**config.mk**
```make
export PLATFORM = sky130hd
export DESIGN_NAME = dictionary_record_stream_parser_top
export DESIGN_NICKNAME = d
export VERILOG_FILES = /design/src/drsp_pkg.sv /design/src/drsp_ram.sv /design/src/drsp_core.sv /design/src/dictionary_record_stream_parser_top.sv
export SDC_FILE = /design/constraint.sdc
export NUM_CORES = 1
export LEC_CHECK = 0
export ABC_AREA = 1
export ABC_CLOCK_PERIOD_IN_PS = 5000
export CORE_MARGIN = 1.5
export CORE_UTILIZATION = 56
export CTS_CLUSTER_DIAMETER = 60
export CTS_CLUSTER_SIZE = 30
export DETAILED_ROUTE_END_ITERATION = 12
export DONT_BUFFER_PORTS = 1
export PLACE_DENSITY = 0.81
export SETUP_SLACK_MARGIN = 0.1
export SLEW_MARGIN = 20
export SYNTH_ARGS = -nofsm -noshare
export SYNTH_HDL_FRONTEND = slang
export SYNTH_SLANG_ARGS = --single-unit
```
**constraint.sdc**
```tcl
create_clock -name clk_i -period 5 [get_ports clk_i]
set_clock_uncertainty 0.15 [all_clocks]
set_input_delay 0.25 -clock clk_i [delete_from_list [all_inputs] [get_ports clk_i]]
set_output_delay 0.25 -clock clk_i [all_outputs]
set_load 0.005 [all_outputs]
```
**src/drsp_pkg.sv**
```systemverilog
// Shared types and codes for the dictionary record stream parser.
package drsp_pkg;

  typedef enum logic [1:0] {
    PH_KEY    = 2'd0,
    PH_FIRST  = 2'd1,
    PH_SECOND = 2'd2,
    PH_SKIP   = 2'd3
  } phase_e;

  typedef enum logic [1:0] {
    ORD_EQ = 2'd0,
    ORD_LT = 2'd1,
    ORD_GT = 2'd2
  } order_e;

  typedef enum logic [1:0] {
    KIND_CELL   = 2'd0,
    KIND_RECORD = 2'd1,
    KIND_ERROR  = 2'd2
  } kind_e;

  typedef enum logic [3:0] {
    ERR_UNTERMINATED = 4'd0,
    ERR_EMPTY_RECORD = 4'd1,
    ERR_EMPTY_KEY    = 4'd2,
    ERR_KEY_LONG     = 4'd3,
    ERR_NO_ENDING    = 4'd4,
    ERR_BAD_ENDING   = 4'd5,
    ERR_CAND_LIMIT   = 4'd6,
    ERR_BAD_FIRST    = 4'd7,
    ERR_PARTIAL_PAIR = 4'd8,
    ERR_BAD_SECOND   = 4'd9,
    ERR_CELL_LIMIT   = 4'd10,
    ERR_UNSORTED     = 4'd11,
    ERR_RECORD_LIMIT = 4'd12,
    ERR_TOO_LARGE    = 4'd13
  } err_e;

  localparam logic [7:0] CH_LF        = 8'h0a;
  localparam logic [7:0] CH_SLASH     = 8'h2f;
  localparam logic [7:0] CH_PRINT_LO  = 8'h21;
  localparam logic [7:0] CH_PRINT_HI  = 8'h7e;

  typedef struct packed {
    kind_e       kind;
    logic [14:0] cell_code;
    logic [25:0] record_start;
    logic [4:0]  key_length;
    logic [6:0]  ending_char;
    logic [16:0] record_candidates;
    logic [16:0] record_cells;
    err_e        error_code;
    logic [25:0] error_offset;
    logic        is_final;
  } result_t;

endpackage

```
**src/drsp_ram.sv**
```systemverilog
// Generic single-write, single-read RAM with registered read data.
module drsp_ram #(
  parameter int Width = 8,
  parameter int Depth = 32
) (
  input  logic                     clk_i,
  input  logic                     we_i,
  input  logic [$clog2(Depth)-1:0] waddr_i,
  input  logic [Width-1:0]         wdata_i,
  input  logic [$clog2(Depth)-1:0] raddr_i,
  output logic [Width-1:0]         rdata_o
);

  logic [Width-1:0] mem_q [Depth];

  always_ff @(posedge clk_i) begin
    if (we_i) begin
      mem_q[waddr_i] <= wdata_i;
    end
    rdata_o <= mem_q[raddr_i];
  end

endmodule

```
**src/drsp_core.sv**
```systemverilog
// Parser state and the per-byte step logic; holds the two key banks in a RAM.
module drsp_core #(
  parameter int MAX_KEY_BYTES  = 16,
  parameter int MAX_CANDIDATES = 65536,
  parameter int MAX_CELLS      = 65536,
  parameter int MAX_RECORDS    = 65536,
  parameter int MAX_DATA_BYTES = 67108864
) (
  input  logic              clk_i,
  input  logic              rst_ni,
  input  logic              step_i,
  input  logic [7:0]        byte_i,
  input  logic              last_i,
  output logic              res_valid_o,
  output drsp_pkg::result_t res_o
);

  localparam int LW = $clog2(MAX_KEY_BYTES + 1);
  localparam int KW = (MAX_KEY_BYTES > 1) ? $clog2(MAX_KEY_BYTES) : 1;
  localparam int AW = KW + 1;
  localparam int CW = $clog2(MAX_CANDIDATES + 1);
  localparam int EW = $clog2(MAX_CELLS + 1);
  localparam int RW = $clog2(MAX_RECORDS + 1);
  localparam int OW = $clog2(MAX_DATA_BYTES);
  localparam int BW = $clog2(MAX_DATA_BYTES + 1);

  drsp_pkg::phase_e phase_q, phase_d;
  drsp_pkg::order_e order_q, order_d;
  logic [BW-1:0] off_q, off_d;
  logic [OW-1:0] ls_q, ls_d;
  logic          bank_q, bank_d;
  logic [LW-1:0] len_q, len_d, plen_q, plen_d;
  logic          hprev_q, hprev_d, open_q, open_d, halt_q, halt_d;
  logic [6:0]    first_q, first_d, end_q, end_d;
  drsp_pkg::err_e lerr_q, lerr_d;
  logic          lerrv_q, lerrv_d;
  logic [OW-1:0] lerro_q, lerro_d;
  logic [CW-1:0] tcand_q, tcand_d, lcand_q, lcand_d;
  logic [EW-1:0] tcell_q, tcell_d, lcell_q, lcell_d;
  logic [RW-1:0] trec_q, trec_d;

  logic          key_we;
  logic [7:0]    prev_byte;
  logic [OW-1:0] off_w;

  drsp_ram #(.Width(8), .Depth(2 ** AW)) u_key_ram (
    .clk_i  (clk_i),
    .we_i   (key_we),
    .waddr_i({bank_q, len_q[KW-1:0]}),
    .wdata_i(byte_i),
    .raddr_i({~bank_d, len_d[KW-1:0]}),
    .rdata_o(prev_byte)
  );

  assign off_w = off_q[OW-1:0];

  always_comb begin
    phase_d = phase_q; order_d = order_q; off_d = off_q; ls_d = ls_q;
    bank_d = bank_q; len_d = len_q; plen_d = plen_q; hprev_d = hprev_q;
    open_d = open_q; halt_d = halt_q; first_d = first_q; end_d = end_q;
    lerr_d = lerr_q; lerrv_d = lerrv_q; lerro_d = lerro_q;
    tcand_d = tcand_q; lcand_d = lcand_q; tcell_d = tcell_q; lcell_d = lcell_q;
    trec_d = trec_q;
    key_we = 1'b0;
    res_valid_o = 1'b0;
    res_o = '0;

    if (step_i && !halt_q) begin
      if (off_q == BW'(MAX_DATA_BYTES)) begin
        res_valid_o = 1'b1;
        res_o.kind = drsp_pkg::KIND_ERROR;
        res_o.error_code = drsp_pkg::ERR_TOO_LARGE;
        res_o.error_offset = 26'(MAX_DATA_BYTES - 1);
      end else begin
        off_d = off_q + BW'(1);
        if (last_i && byte_i != drsp_pkg::CH_LF) begin
          res_valid_o = 1'b1;
          res_o.kind = drsp_pkg::KIND_ERROR;
          res_o.error_code = drsp_pkg::ERR_UNTERMINATED;
          res_o.error_offset = 26'(ls_q);
        end else if (byte_i == drsp_pkg::CH_LF) begin
          res_valid_o = 1'b1;
          res_o.kind = drsp_pkg::KIND_ERROR;
          if (lerrv_q) begin
            res_o.error_code = lerr_q;
            res_o.error_offset = 26'(lerro_q);
          end else if (phase_q == drsp_pkg::PH_KEY) begin
            if (len_q == '0) begin
              res_o.error_code = drsp_pkg::ERR_EMPTY_RECORD;
              res_o.error_offset = 26'(ls_q);
            end else begin
              res_o.error_code = drsp_pkg::ERR_NO_ENDING;
              res_o.error_offset = 26'(off_w);
            end
          end else if (phase_q == drsp_pkg::PH_SECOND) begin
            res_o.error_code = drsp_pkg::ERR_PARTIAL_PAIR;
            res_o.error_offset = 26'(off_w - OW'(1));
          end else if (hprev_q && (order_q == drsp_pkg::ORD_LT ||
                       (order_q == drsp_pkg::ORD_EQ && len_q < plen_q))) begin
            res_o.error_code = drsp_pkg::ERR_UNSORTED;
            res_o.error_offset = 26'(ls_q);
          end else if (trec_q == RW'(MAX_RECORDS)) begin
            res_o.error_code = drsp_pkg::ERR_RECORD_LIMIT;
            res_o.error_offset = 26'(ls_q);
          end else begin
            res_o.kind = drsp_pkg::KIND_RECORD;
            res_o.record_start = 26'(ls_q);
            res_o.key_length = 5'(len_q);
            res_o.ending_char = end_q;
            res_o.record_candidates = 17'(lcand_q);
            res_o.record_cells = 17'(lcell_q);
            trec_d = trec_q + RW'(1);
            plen_d = len_q;
            hprev_d = 1'b1;
            bank_d = ~bank_q;
          end
          res_o.is_final = (res_o.kind == drsp_pkg::KIND_ERROR) || last_i;
          halt_d = res_o.is_final;
          // start the next line
          ls_d = off_w + OW'(1);
          phase_d = drsp_pkg::PH_KEY;
          len_d = '0;
          order_d = drsp_pkg::ORD_EQ;
          open_d = 1'b0;
          first_d = '0;
          lerrv_d = 1'b0;
          lerr_d = drsp_pkg::ERR_UNTERMINATED;
          lerro_d = '0;
          lcand_d = '0;
          lcell_d = '0;
        end else begin
          unique case (phase_q)
            drsp_pkg::PH_KEY: begin
              if (byte_i[7]) begin
                if (len_q >= LW'(MAX_KEY_BYTES)) begin
                  lerrv_d = 1'b1; lerr_d = drsp_pkg::ERR_KEY_LONG; lerro_d = ls_q;
                  phase_d = drsp_pkg::PH_SKIP;
                end else begin
                  if (hprev_q && order_q == drsp_pkg::ORD_EQ) begin
                    if (len_q < plen_q) begin
                      if (byte_i < prev_byte) order_d = drsp_pkg::ORD_LT;
                      else if (byte_i > prev_byte) order_d = drsp_pkg::ORD_GT;
                    end else begin
                      order_d = drsp_pkg::ORD_GT;
                    end
                  end
                  key_we = 1'b1;
                  len_d = len_q + LW'(1);
                end
              end else if (len_q == '0) begin
                lerrv_d = 1'b1; lerr_d = drsp_pkg::ERR_EMPTY_KEY; lerro_d = ls_q;
                phase_d = drsp_pkg::PH_SKIP;
              end else if (byte_i < drsp_pkg::CH_PRINT_LO ||
                           byte_i > drsp_pkg::CH_PRINT_HI) begin
                lerrv_d = 1'b1; lerr_d = drsp_pkg::ERR_BAD_ENDING; lerro_d = off_w;
                phase_d = drsp_pkg::PH_SKIP;
              end else begin
                end_d = byte_i[6:0];
                phase_d = drsp_pkg::PH_FIRST;
                open_d = 1'b1;
              end
            end
            drsp_pkg::PH_FIRST: begin
              if (open_q && tcand_q == CW'(MAX_CANDIDATES)) begin
                lerrv_d = 1'b1; lerr_d = drsp_pkg::ERR_CAND_LIMIT; lerro_d = off_w;
                phase_d = drsp_pkg::PH_SKIP;
              end else begin
                if (open_q) begin
                  tcand_d = tcand_q + CW'(1);
                  lcand_d = lcand_q + CW'(1);
                end
                open_d = (byte_i == drsp_pkg::CH_SLASH);
                if (byte_i == drsp_pkg::CH_SLASH) begin
                  phase_d = drsp_pkg::PH_FIRST;
                end else if (byte_i[7]) begin
                  first_d = byte_i[6:0];
                  phase_d = drsp_pkg::PH_SECOND;
                end else begin
                  lerrv_d = 1'b1; lerr_d = drsp_pkg::ERR_BAD_FIRST; lerro_d = off_w;
                  phase_d = drsp_pkg::PH_SKIP;
                end
              end
            end
            drsp_pkg::PH_SECOND: begin
              if (!byte_i[7]) begin
                lerrv_d = 1'b1; lerr_d = drsp_pkg::ERR_BAD_SECOND; lerro_d = off_w;
                phase_d = drsp_pkg::PH_SKIP;
              end else if (tcell_q == EW'(MAX_CELLS)) begin
                lerrv_d = 1'b1; lerr_d = drsp_pkg::ERR_CELL_LIMIT;
                lerro_d = off_w - OW'(1);
                phase_d = drsp_pkg::PH_SKIP;
              end else begin
                tcell_d = tcell_q + EW'(1);
                lcell_d = lcell_q + EW'(1);
                phase_d = drsp_pkg::PH_FIRST;
                res_valid_o = 1'b1;
                res_o.kind = drsp_pkg::KIND_CELL;
                // first half in bits 14:8, bit 7 stays clear
                res_o.cell_code = {first_q, 1'b0, byte_i[6:0]};
              end
            end
            default: begin
              phase_d = drsp_pkg::PH_SKIP;
            end
          endcase
        end
      end
      if (res_valid_o && res_o.kind == drsp_pkg::KIND_ERROR) begin
        res_o.is_final = 1'b1;
        halt_d = 1'b1;
      end
    end
  end

  always_ff @(posedge clk_i or negedge rst_ni) begin
    if (!rst_ni) begin
      phase_q <= drsp_pkg::PH_KEY; order_q <= drsp_pkg::ORD_EQ;
      off_q <= '0; ls_q <= '0; bank_q <= 1'b0; len_q <= '0; plen_q <= '0;
      hprev_q <= 1'b0; open_q <= 1'b0; halt_q <= 1'b0;
      first_q <= '0; end_q <= '0;
      lerr_q <= drsp_pkg::ERR_UNTERMINATED; lerrv_q <= 1'b0; lerro_q <= '0;
      tcand_q <= '0; lcand_q <= '0; tcell_q <= '0; lcell_q <= '0; trec_q <= '0;
    end else begin
      phase_q <= phase_d; order_q <= order_d;
      off_q <= off_d; ls_q <= ls_d; bank_q <= bank_d; len_q <= len_d; plen_q <= plen_d;
      hprev_q <= hprev_d; open_q <= open_d; halt_q <= halt_d;
      first_q <= first_d; end_q <= end_d;
      lerr_q <= lerr_d; lerrv_q <= lerrv_d; lerro_q <= lerro_d;
      tcand_q <= tcand_d; lcand_q <= lcand_d; tcell_q <= tcell_d; lcell_q <= lcell_d;
      trec_q <= trec_d;
    end
  end

endmodule

```
**src/dictionary_record_stream_parser_top.sv**
```systemverilog
// Top level: input register, parser core and result register.
//
//  channel  | dir | tdata (low bit up)                               | tlast    | tuser
//  s_axis   | in  | data_byte[7:0]                                   | is_last  | -
//  m_axis   | out | cell_code, record_start, key_length, ending_char,| is_final | kind
//           |     | record_candidates, record_cells, error_code,     |          |
//           |     | error_offset (117 bits, zero filled to 120)      |          |
//
// One byte per cycle unless m_axis stalls; each byte and its result are registered.
// The rate is set by the key RAM read, which is addressed from next state.
// Reset clears all control state; the key RAM holds no reset value.
// A stall on m_axis holds the input register and then s_axis_tready.
module dictionary_record_stream_parser_top #(
  parameter int MAX_KEY_BYTES  = 16,
  parameter int MAX_CANDIDATES = 65536,
  parameter int MAX_CELLS      = 65536,
  parameter int MAX_RECORDS    = 65536,
  parameter int MAX_DATA_BYTES = 67108864
) (
  input  logic         clk_i,
  input  logic         rst_ni,
  input  logic         s_axis_tvalid,
  output logic         s_axis_tready,
  input  logic [7:0]   s_axis_tdata,   // data_byte
  input  logic         s_axis_tlast,   // is_last
  output logic         m_axis_tvalid,
  input  logic         m_axis_tready,
  // cell_code, record_start, key_length, ending_char, record_candidates,
  // record_cells, error_code, error_offset, zero fill
  output logic [119:0] m_axis_tdata,
  output logic         m_axis_tlast,   // is_final
  output logic [1:0]   m_axis_tuser    // kind
);

  logic              in_valid_q;
  logic [7:0]        in_byte_q;
  logic              in_last_q;
  logic              advance;
  logic              res_valid;
  drsp_pkg::result_t res, out_q;
  logic              out_valid_q;

  assign advance = in_valid_q && (!out_valid_q || m_axis_tready);
  assign s_axis_tready = !in_valid_q || advance;

  always_ff @(posedge clk_i or negedge rst_ni) begin
    if (!rst_ni) begin
      in_valid_q <= 1'b0;
    end else if (s_axis_tready) begin
      in_valid_q <= s_axis_tvalid;
    end
  end

  always_ff @(posedge clk_i) begin
    if (s_axis_tready && s_axis_tvalid) begin
      in_byte_q <= s_axis_tdata;
      in_last_q <= s_axis_tlast;
    end
  end

  drsp_core #(
    .MAX_KEY_BYTES (MAX_KEY_BYTES),
    .MAX_CANDIDATES(MAX_CANDIDATES),
    .MAX_CELLS     (MAX_CELLS),
    .MAX_RECORDS   (MAX_RECORDS),
    .MAX_DATA_BYTES(MAX_DATA_BYTES)
  ) u_core (
    .clk_i      (clk_i),
    .rst_ni     (rst_ni),
    .step_i     (advance),
    .byte_i     (in_byte_q),
    .last_i     (in_last_q),
    .res_valid_o(res_valid),
    .res_o      (res)
  );

  always_ff @(posedge clk_i or negedge rst_ni) begin
    if (!rst_ni) begin
      out_valid_q <= 1'b0;
    end else if (!out_valid_q || m_axis_tready) begin
      out_valid_q <= advance && res_valid;
    end
  end

  always_ff @(posedge clk_i) begin
    if (advance && res_valid) begin
      out_q <= res;
    end
  end

  assign m_axis_tvalid = out_valid_q;
  assign m_axis_tlast  = out_q.is_final;
  assign m_axis_tuser  = out_q.kind;
  assign m_axis_tdata  = {3'b000, out_q.error_offset, out_q.error_code,
                          out_q.record_cells, out_q.record_candidates,
                          out_q.ending_char, out_q.key_length,
                          out_q.record_start, out_q.cell_code};

  // nothing follows the closing result
  assert property (@(posedge clk_i) disable iff (!rst_ni)
    m_axis_tvalid && m_axis_tready && m_axis_tlast |=> !m_axis_tvalid)
    else $error("result after final transaction");

  assert property (@(posedge clk_i) disable iff (!rst_ni)
    m_axis_tvalid && m_axis_tuser == drsp_pkg::KIND_ERROR |-> m_axis_tlast)
    else $error("error result not marked final");

  assert property (@(posedge clk_i) disable iff (!rst_ni)
    m_axis_tvalid && m_axis_tuser == drsp_pkg::KIND_CELL |->
      m_axis_tdata[119:15] == '0 && !m_axis_tlast)
    else $error("cell result carries record or error fields");

endmodule

```
==> results.json <==
{
  "worstPathArrival_ns": 4.17,
  "fmax_ghz": 0.251,
  "worst_pin_slew_ns": 0.992,
  "path_max_fanout": 42,
  "num_rows": 82,
  "critPathKind": "flop to flop",
  "drive_gt1_share_pct": 5.45,
  "routed_wl_um": 78700,
  "yosysUniqueCellTypes": 56,
  "ys.flop_type": "edfxtp_1",
  "ys_async_sr_fraction_pct": 34.1,
  "final-seq-area_sq_um": 16800,
  "yosysSeqAreaShare_pct": 58.3,
  "grt_pass1_vias": 22400,
  "tns_ns": 0,
  "final_cell_mix": "nand2_1 (571), nand3_1 (483), edfxtp_1 (384)",
  "avgSynthCellArea_sq_um": 9.49,
  "hold_ws_ns": -0.775,
  "viasPerCell": 6.20,
  "cts.sinks": 595,
  "dieArea_sq_um": 52700,
  "fill_cells": 4041,
  "power.total_w": 0.00895,
  "start_kind": "flop",
  "cts_setup_buffers": 0,
  "netlist_area_sq_um": 28800,
  "worst-path-buf-inv": 4,
  "setup_viol": 0,
  "track_usage_pct": 29.7,
  "crit_top_cell": "nand2_1",
  "worstPathCellList": "ha_1 > nand2_1 > inv_1 > o21ai_0 > nand3_1 > nand2_1 > nand2_1 > nand2_2 > inv_1 > nand2_1 > nor2_8 > inv_2 > buf_12 > nor2_1",
  "htree_levels": 2,
  "grt_pass1_wl_um": 123000,
  "die_w_um": 230,
  "ys_warn_count": 0,
  "ios": 138,
  "period_needed_ns": 3.99,
  "syn2layout_area_growth_pct": 6.55,
  "place.gp.congestion": 0.965,
  "grt_max_degree": 204,
  "core_area_sq_um": 50400,
  "hold_viol_final": 203,
  "cts_root_buf": "clkbuf_16",
  "cts-resized-gates": 0,
  "fp.dieH_um": 230,
  "dr.pass1.iters": 9,
  "worstSkewPairLatency_ns": 0.60,
  "cts_buffers": 40,
  "synthesis.instances": 3031,
  "postLayoutSetupSlackWorst_ns": 1.01,
  "initial_core_util_pct": 57.1,
  "overflow": 0,
  "multiInputGateArea_sq_um": 10200,
  "post-place-ws_ns": 1.13,
  "antenna_found_initial": 2,
  "place_inst": 3579,
  "nNetsFinal": 3004,
  "crit_family": "simple AND/OR/NAND/NOR gates",
  "cts_hold_buf": 11,
  "clkTransAtPathRegs_ns": 0.10,
  "run_status": "finished, violations left",
  "fin_cells": 3666,
  "slowest_delay_ns": 0.54,
  "period_share_pct": 79.8,
  "numPortBuffers": 0,
  "layout_commonest_cell": "nand2_1",
  "critPathRequiredTime_ns": 5.18,
  "drc": 0,
  "maxCapViolations": 0,
  "synth-seq-cells": 595,
  "power_density_nw_per_um2": 292,
  "hp-class": "input port to async pin",
  "endpoint_kind": "flop",
  "drtIter0Drc": 3061,
  "power.leakage_nw": 12.3,
  "ir_worst_vdd_mv": 0.233,
  "dpl.hpwl_um": 50200,
  "synth_edf_count": 384,
  "rsz0062_at_grt": "false",
  "detail_route.wl_per_cell_um": 21.5,
  "ant_nets": 0,
  "drv_slew": 0,
  "critPathSlowestCell": "inv_2",
  "relSlewSlack_pct": 33.8,
  "violations": "negative hold slack",
  "via_count": 22700,
  "cts_tree": "done",
  "clk_path_buf_depth": 3
}
## where the power goes
group / switching [W] / internal, W
logic: 0.0000941 / 0.0000313
registers: 0.0000100 / 0.00523
clock network: 0.00190 / 0.00169
total: 0.00200 / 0.00695
## synth_stat cells (all sizes together) (4+ instances only)
master / instances / share of area, %
o2111ai: 16 / 0.49
buf: 99 / 2.1
a21oi: 99 / 1.7
xor2: 96 / 3.0
dfxtp: 8 / 0.56
nand2: 582 / 7.7
nand3: 487 / 8.6
o22ai: 22 / 0.53
xnor2: 8 / 0.24
o21bai: 4 / 0.10
o211ai: 30 / 0.78
nor3: 48 / 0.91
nand4: 34 / 0.76
clkinv: 5 / 0.065
o31ai: 17 / 0.44
ha: 31 / 1.3
clkbuf: 63 / 0.82
a31oi: 4 / 0.087
edfxtp: 384 / 40
o221ai: 7 / 0.21
inv: 267 / 3.5
o21ai: 190 / 3.3
nor2: 292 / 4.1
nor4: 17 / 0.37
dfrtp: 203 / 18
## worst paths after layout
| kind | startpoint | endpoint | slack [ns] | depth (start not counted) |
|---|---|---|---|---|
| max | u_core.len_q[2] | m_axis_tdata[26] | 1.01 | 14 |
| min reg2reg | u_core.lerro_q[2] | u_core.lerro_q[2] | 0.34 | 2 |
| min in group clk_i | s_axis_tdata[4] | in_byte_q[4] | 0.14 | 1 |
| max in group asynchronous | rst_ni | u_core.lcell_q[8] | 5.02 | 0 |
| min | rst_ni | u_core.lerro_q[17] | -0.78 | 0 |
| max reg2reg | u_core.len_q[2] | m_axis_tdata[26] | 1.01 | 14 |
## kinds of logic after synthesis
kind of cell	count (synthesis)	synth area share [%]
AOI/OAI and AO/OA	398	7.99
xor gates and xnor gates	104	3.23
adders and majority gates	31	1.35
buffers and inverters	434	6.44
DFF	595	58.3
other	1	0.0130
and+or+nand+nor	1468	22.7
## per-layer routing
metal	track usage (%)	part of all wire, %
met5	0	0
met4	12.9	4.6
met3	5.55	10
met2	48.9	48
met1	38.5	37
## cell type report
type / count / area share [%]
tap: 672 / 2.74
multi-input combinational: 2005 / 33.2
inverter: 272 / 3.35
clock buffer: 45 / 3.53
timing repair buffer: 46 / 1.40
clock inverter: 29 / 1.05
antenna: 2 / 0.0163
sequential: 595 / 54.7
## registers in the layout, indices dropped and copies added, names as in the netlist, 26 cells and up
signal	count
u_core.ls_q	26
u_core.lerro_q	26
u_core.off_q	27
u_core.u_key_ram.mem_q	256
m_axis_tdata	116
## stage by stage
step / area (sq um) / util (%)
after floorplan: 28800 / -
after global placement: 29100 / 57.8
after detailed placement: 29100 / 57.8
after CTS: 30600 / 60.8
after global routing: 30600 / 60.8
final: 30600 / 60.8
Power figures use the tool's default switching activity.
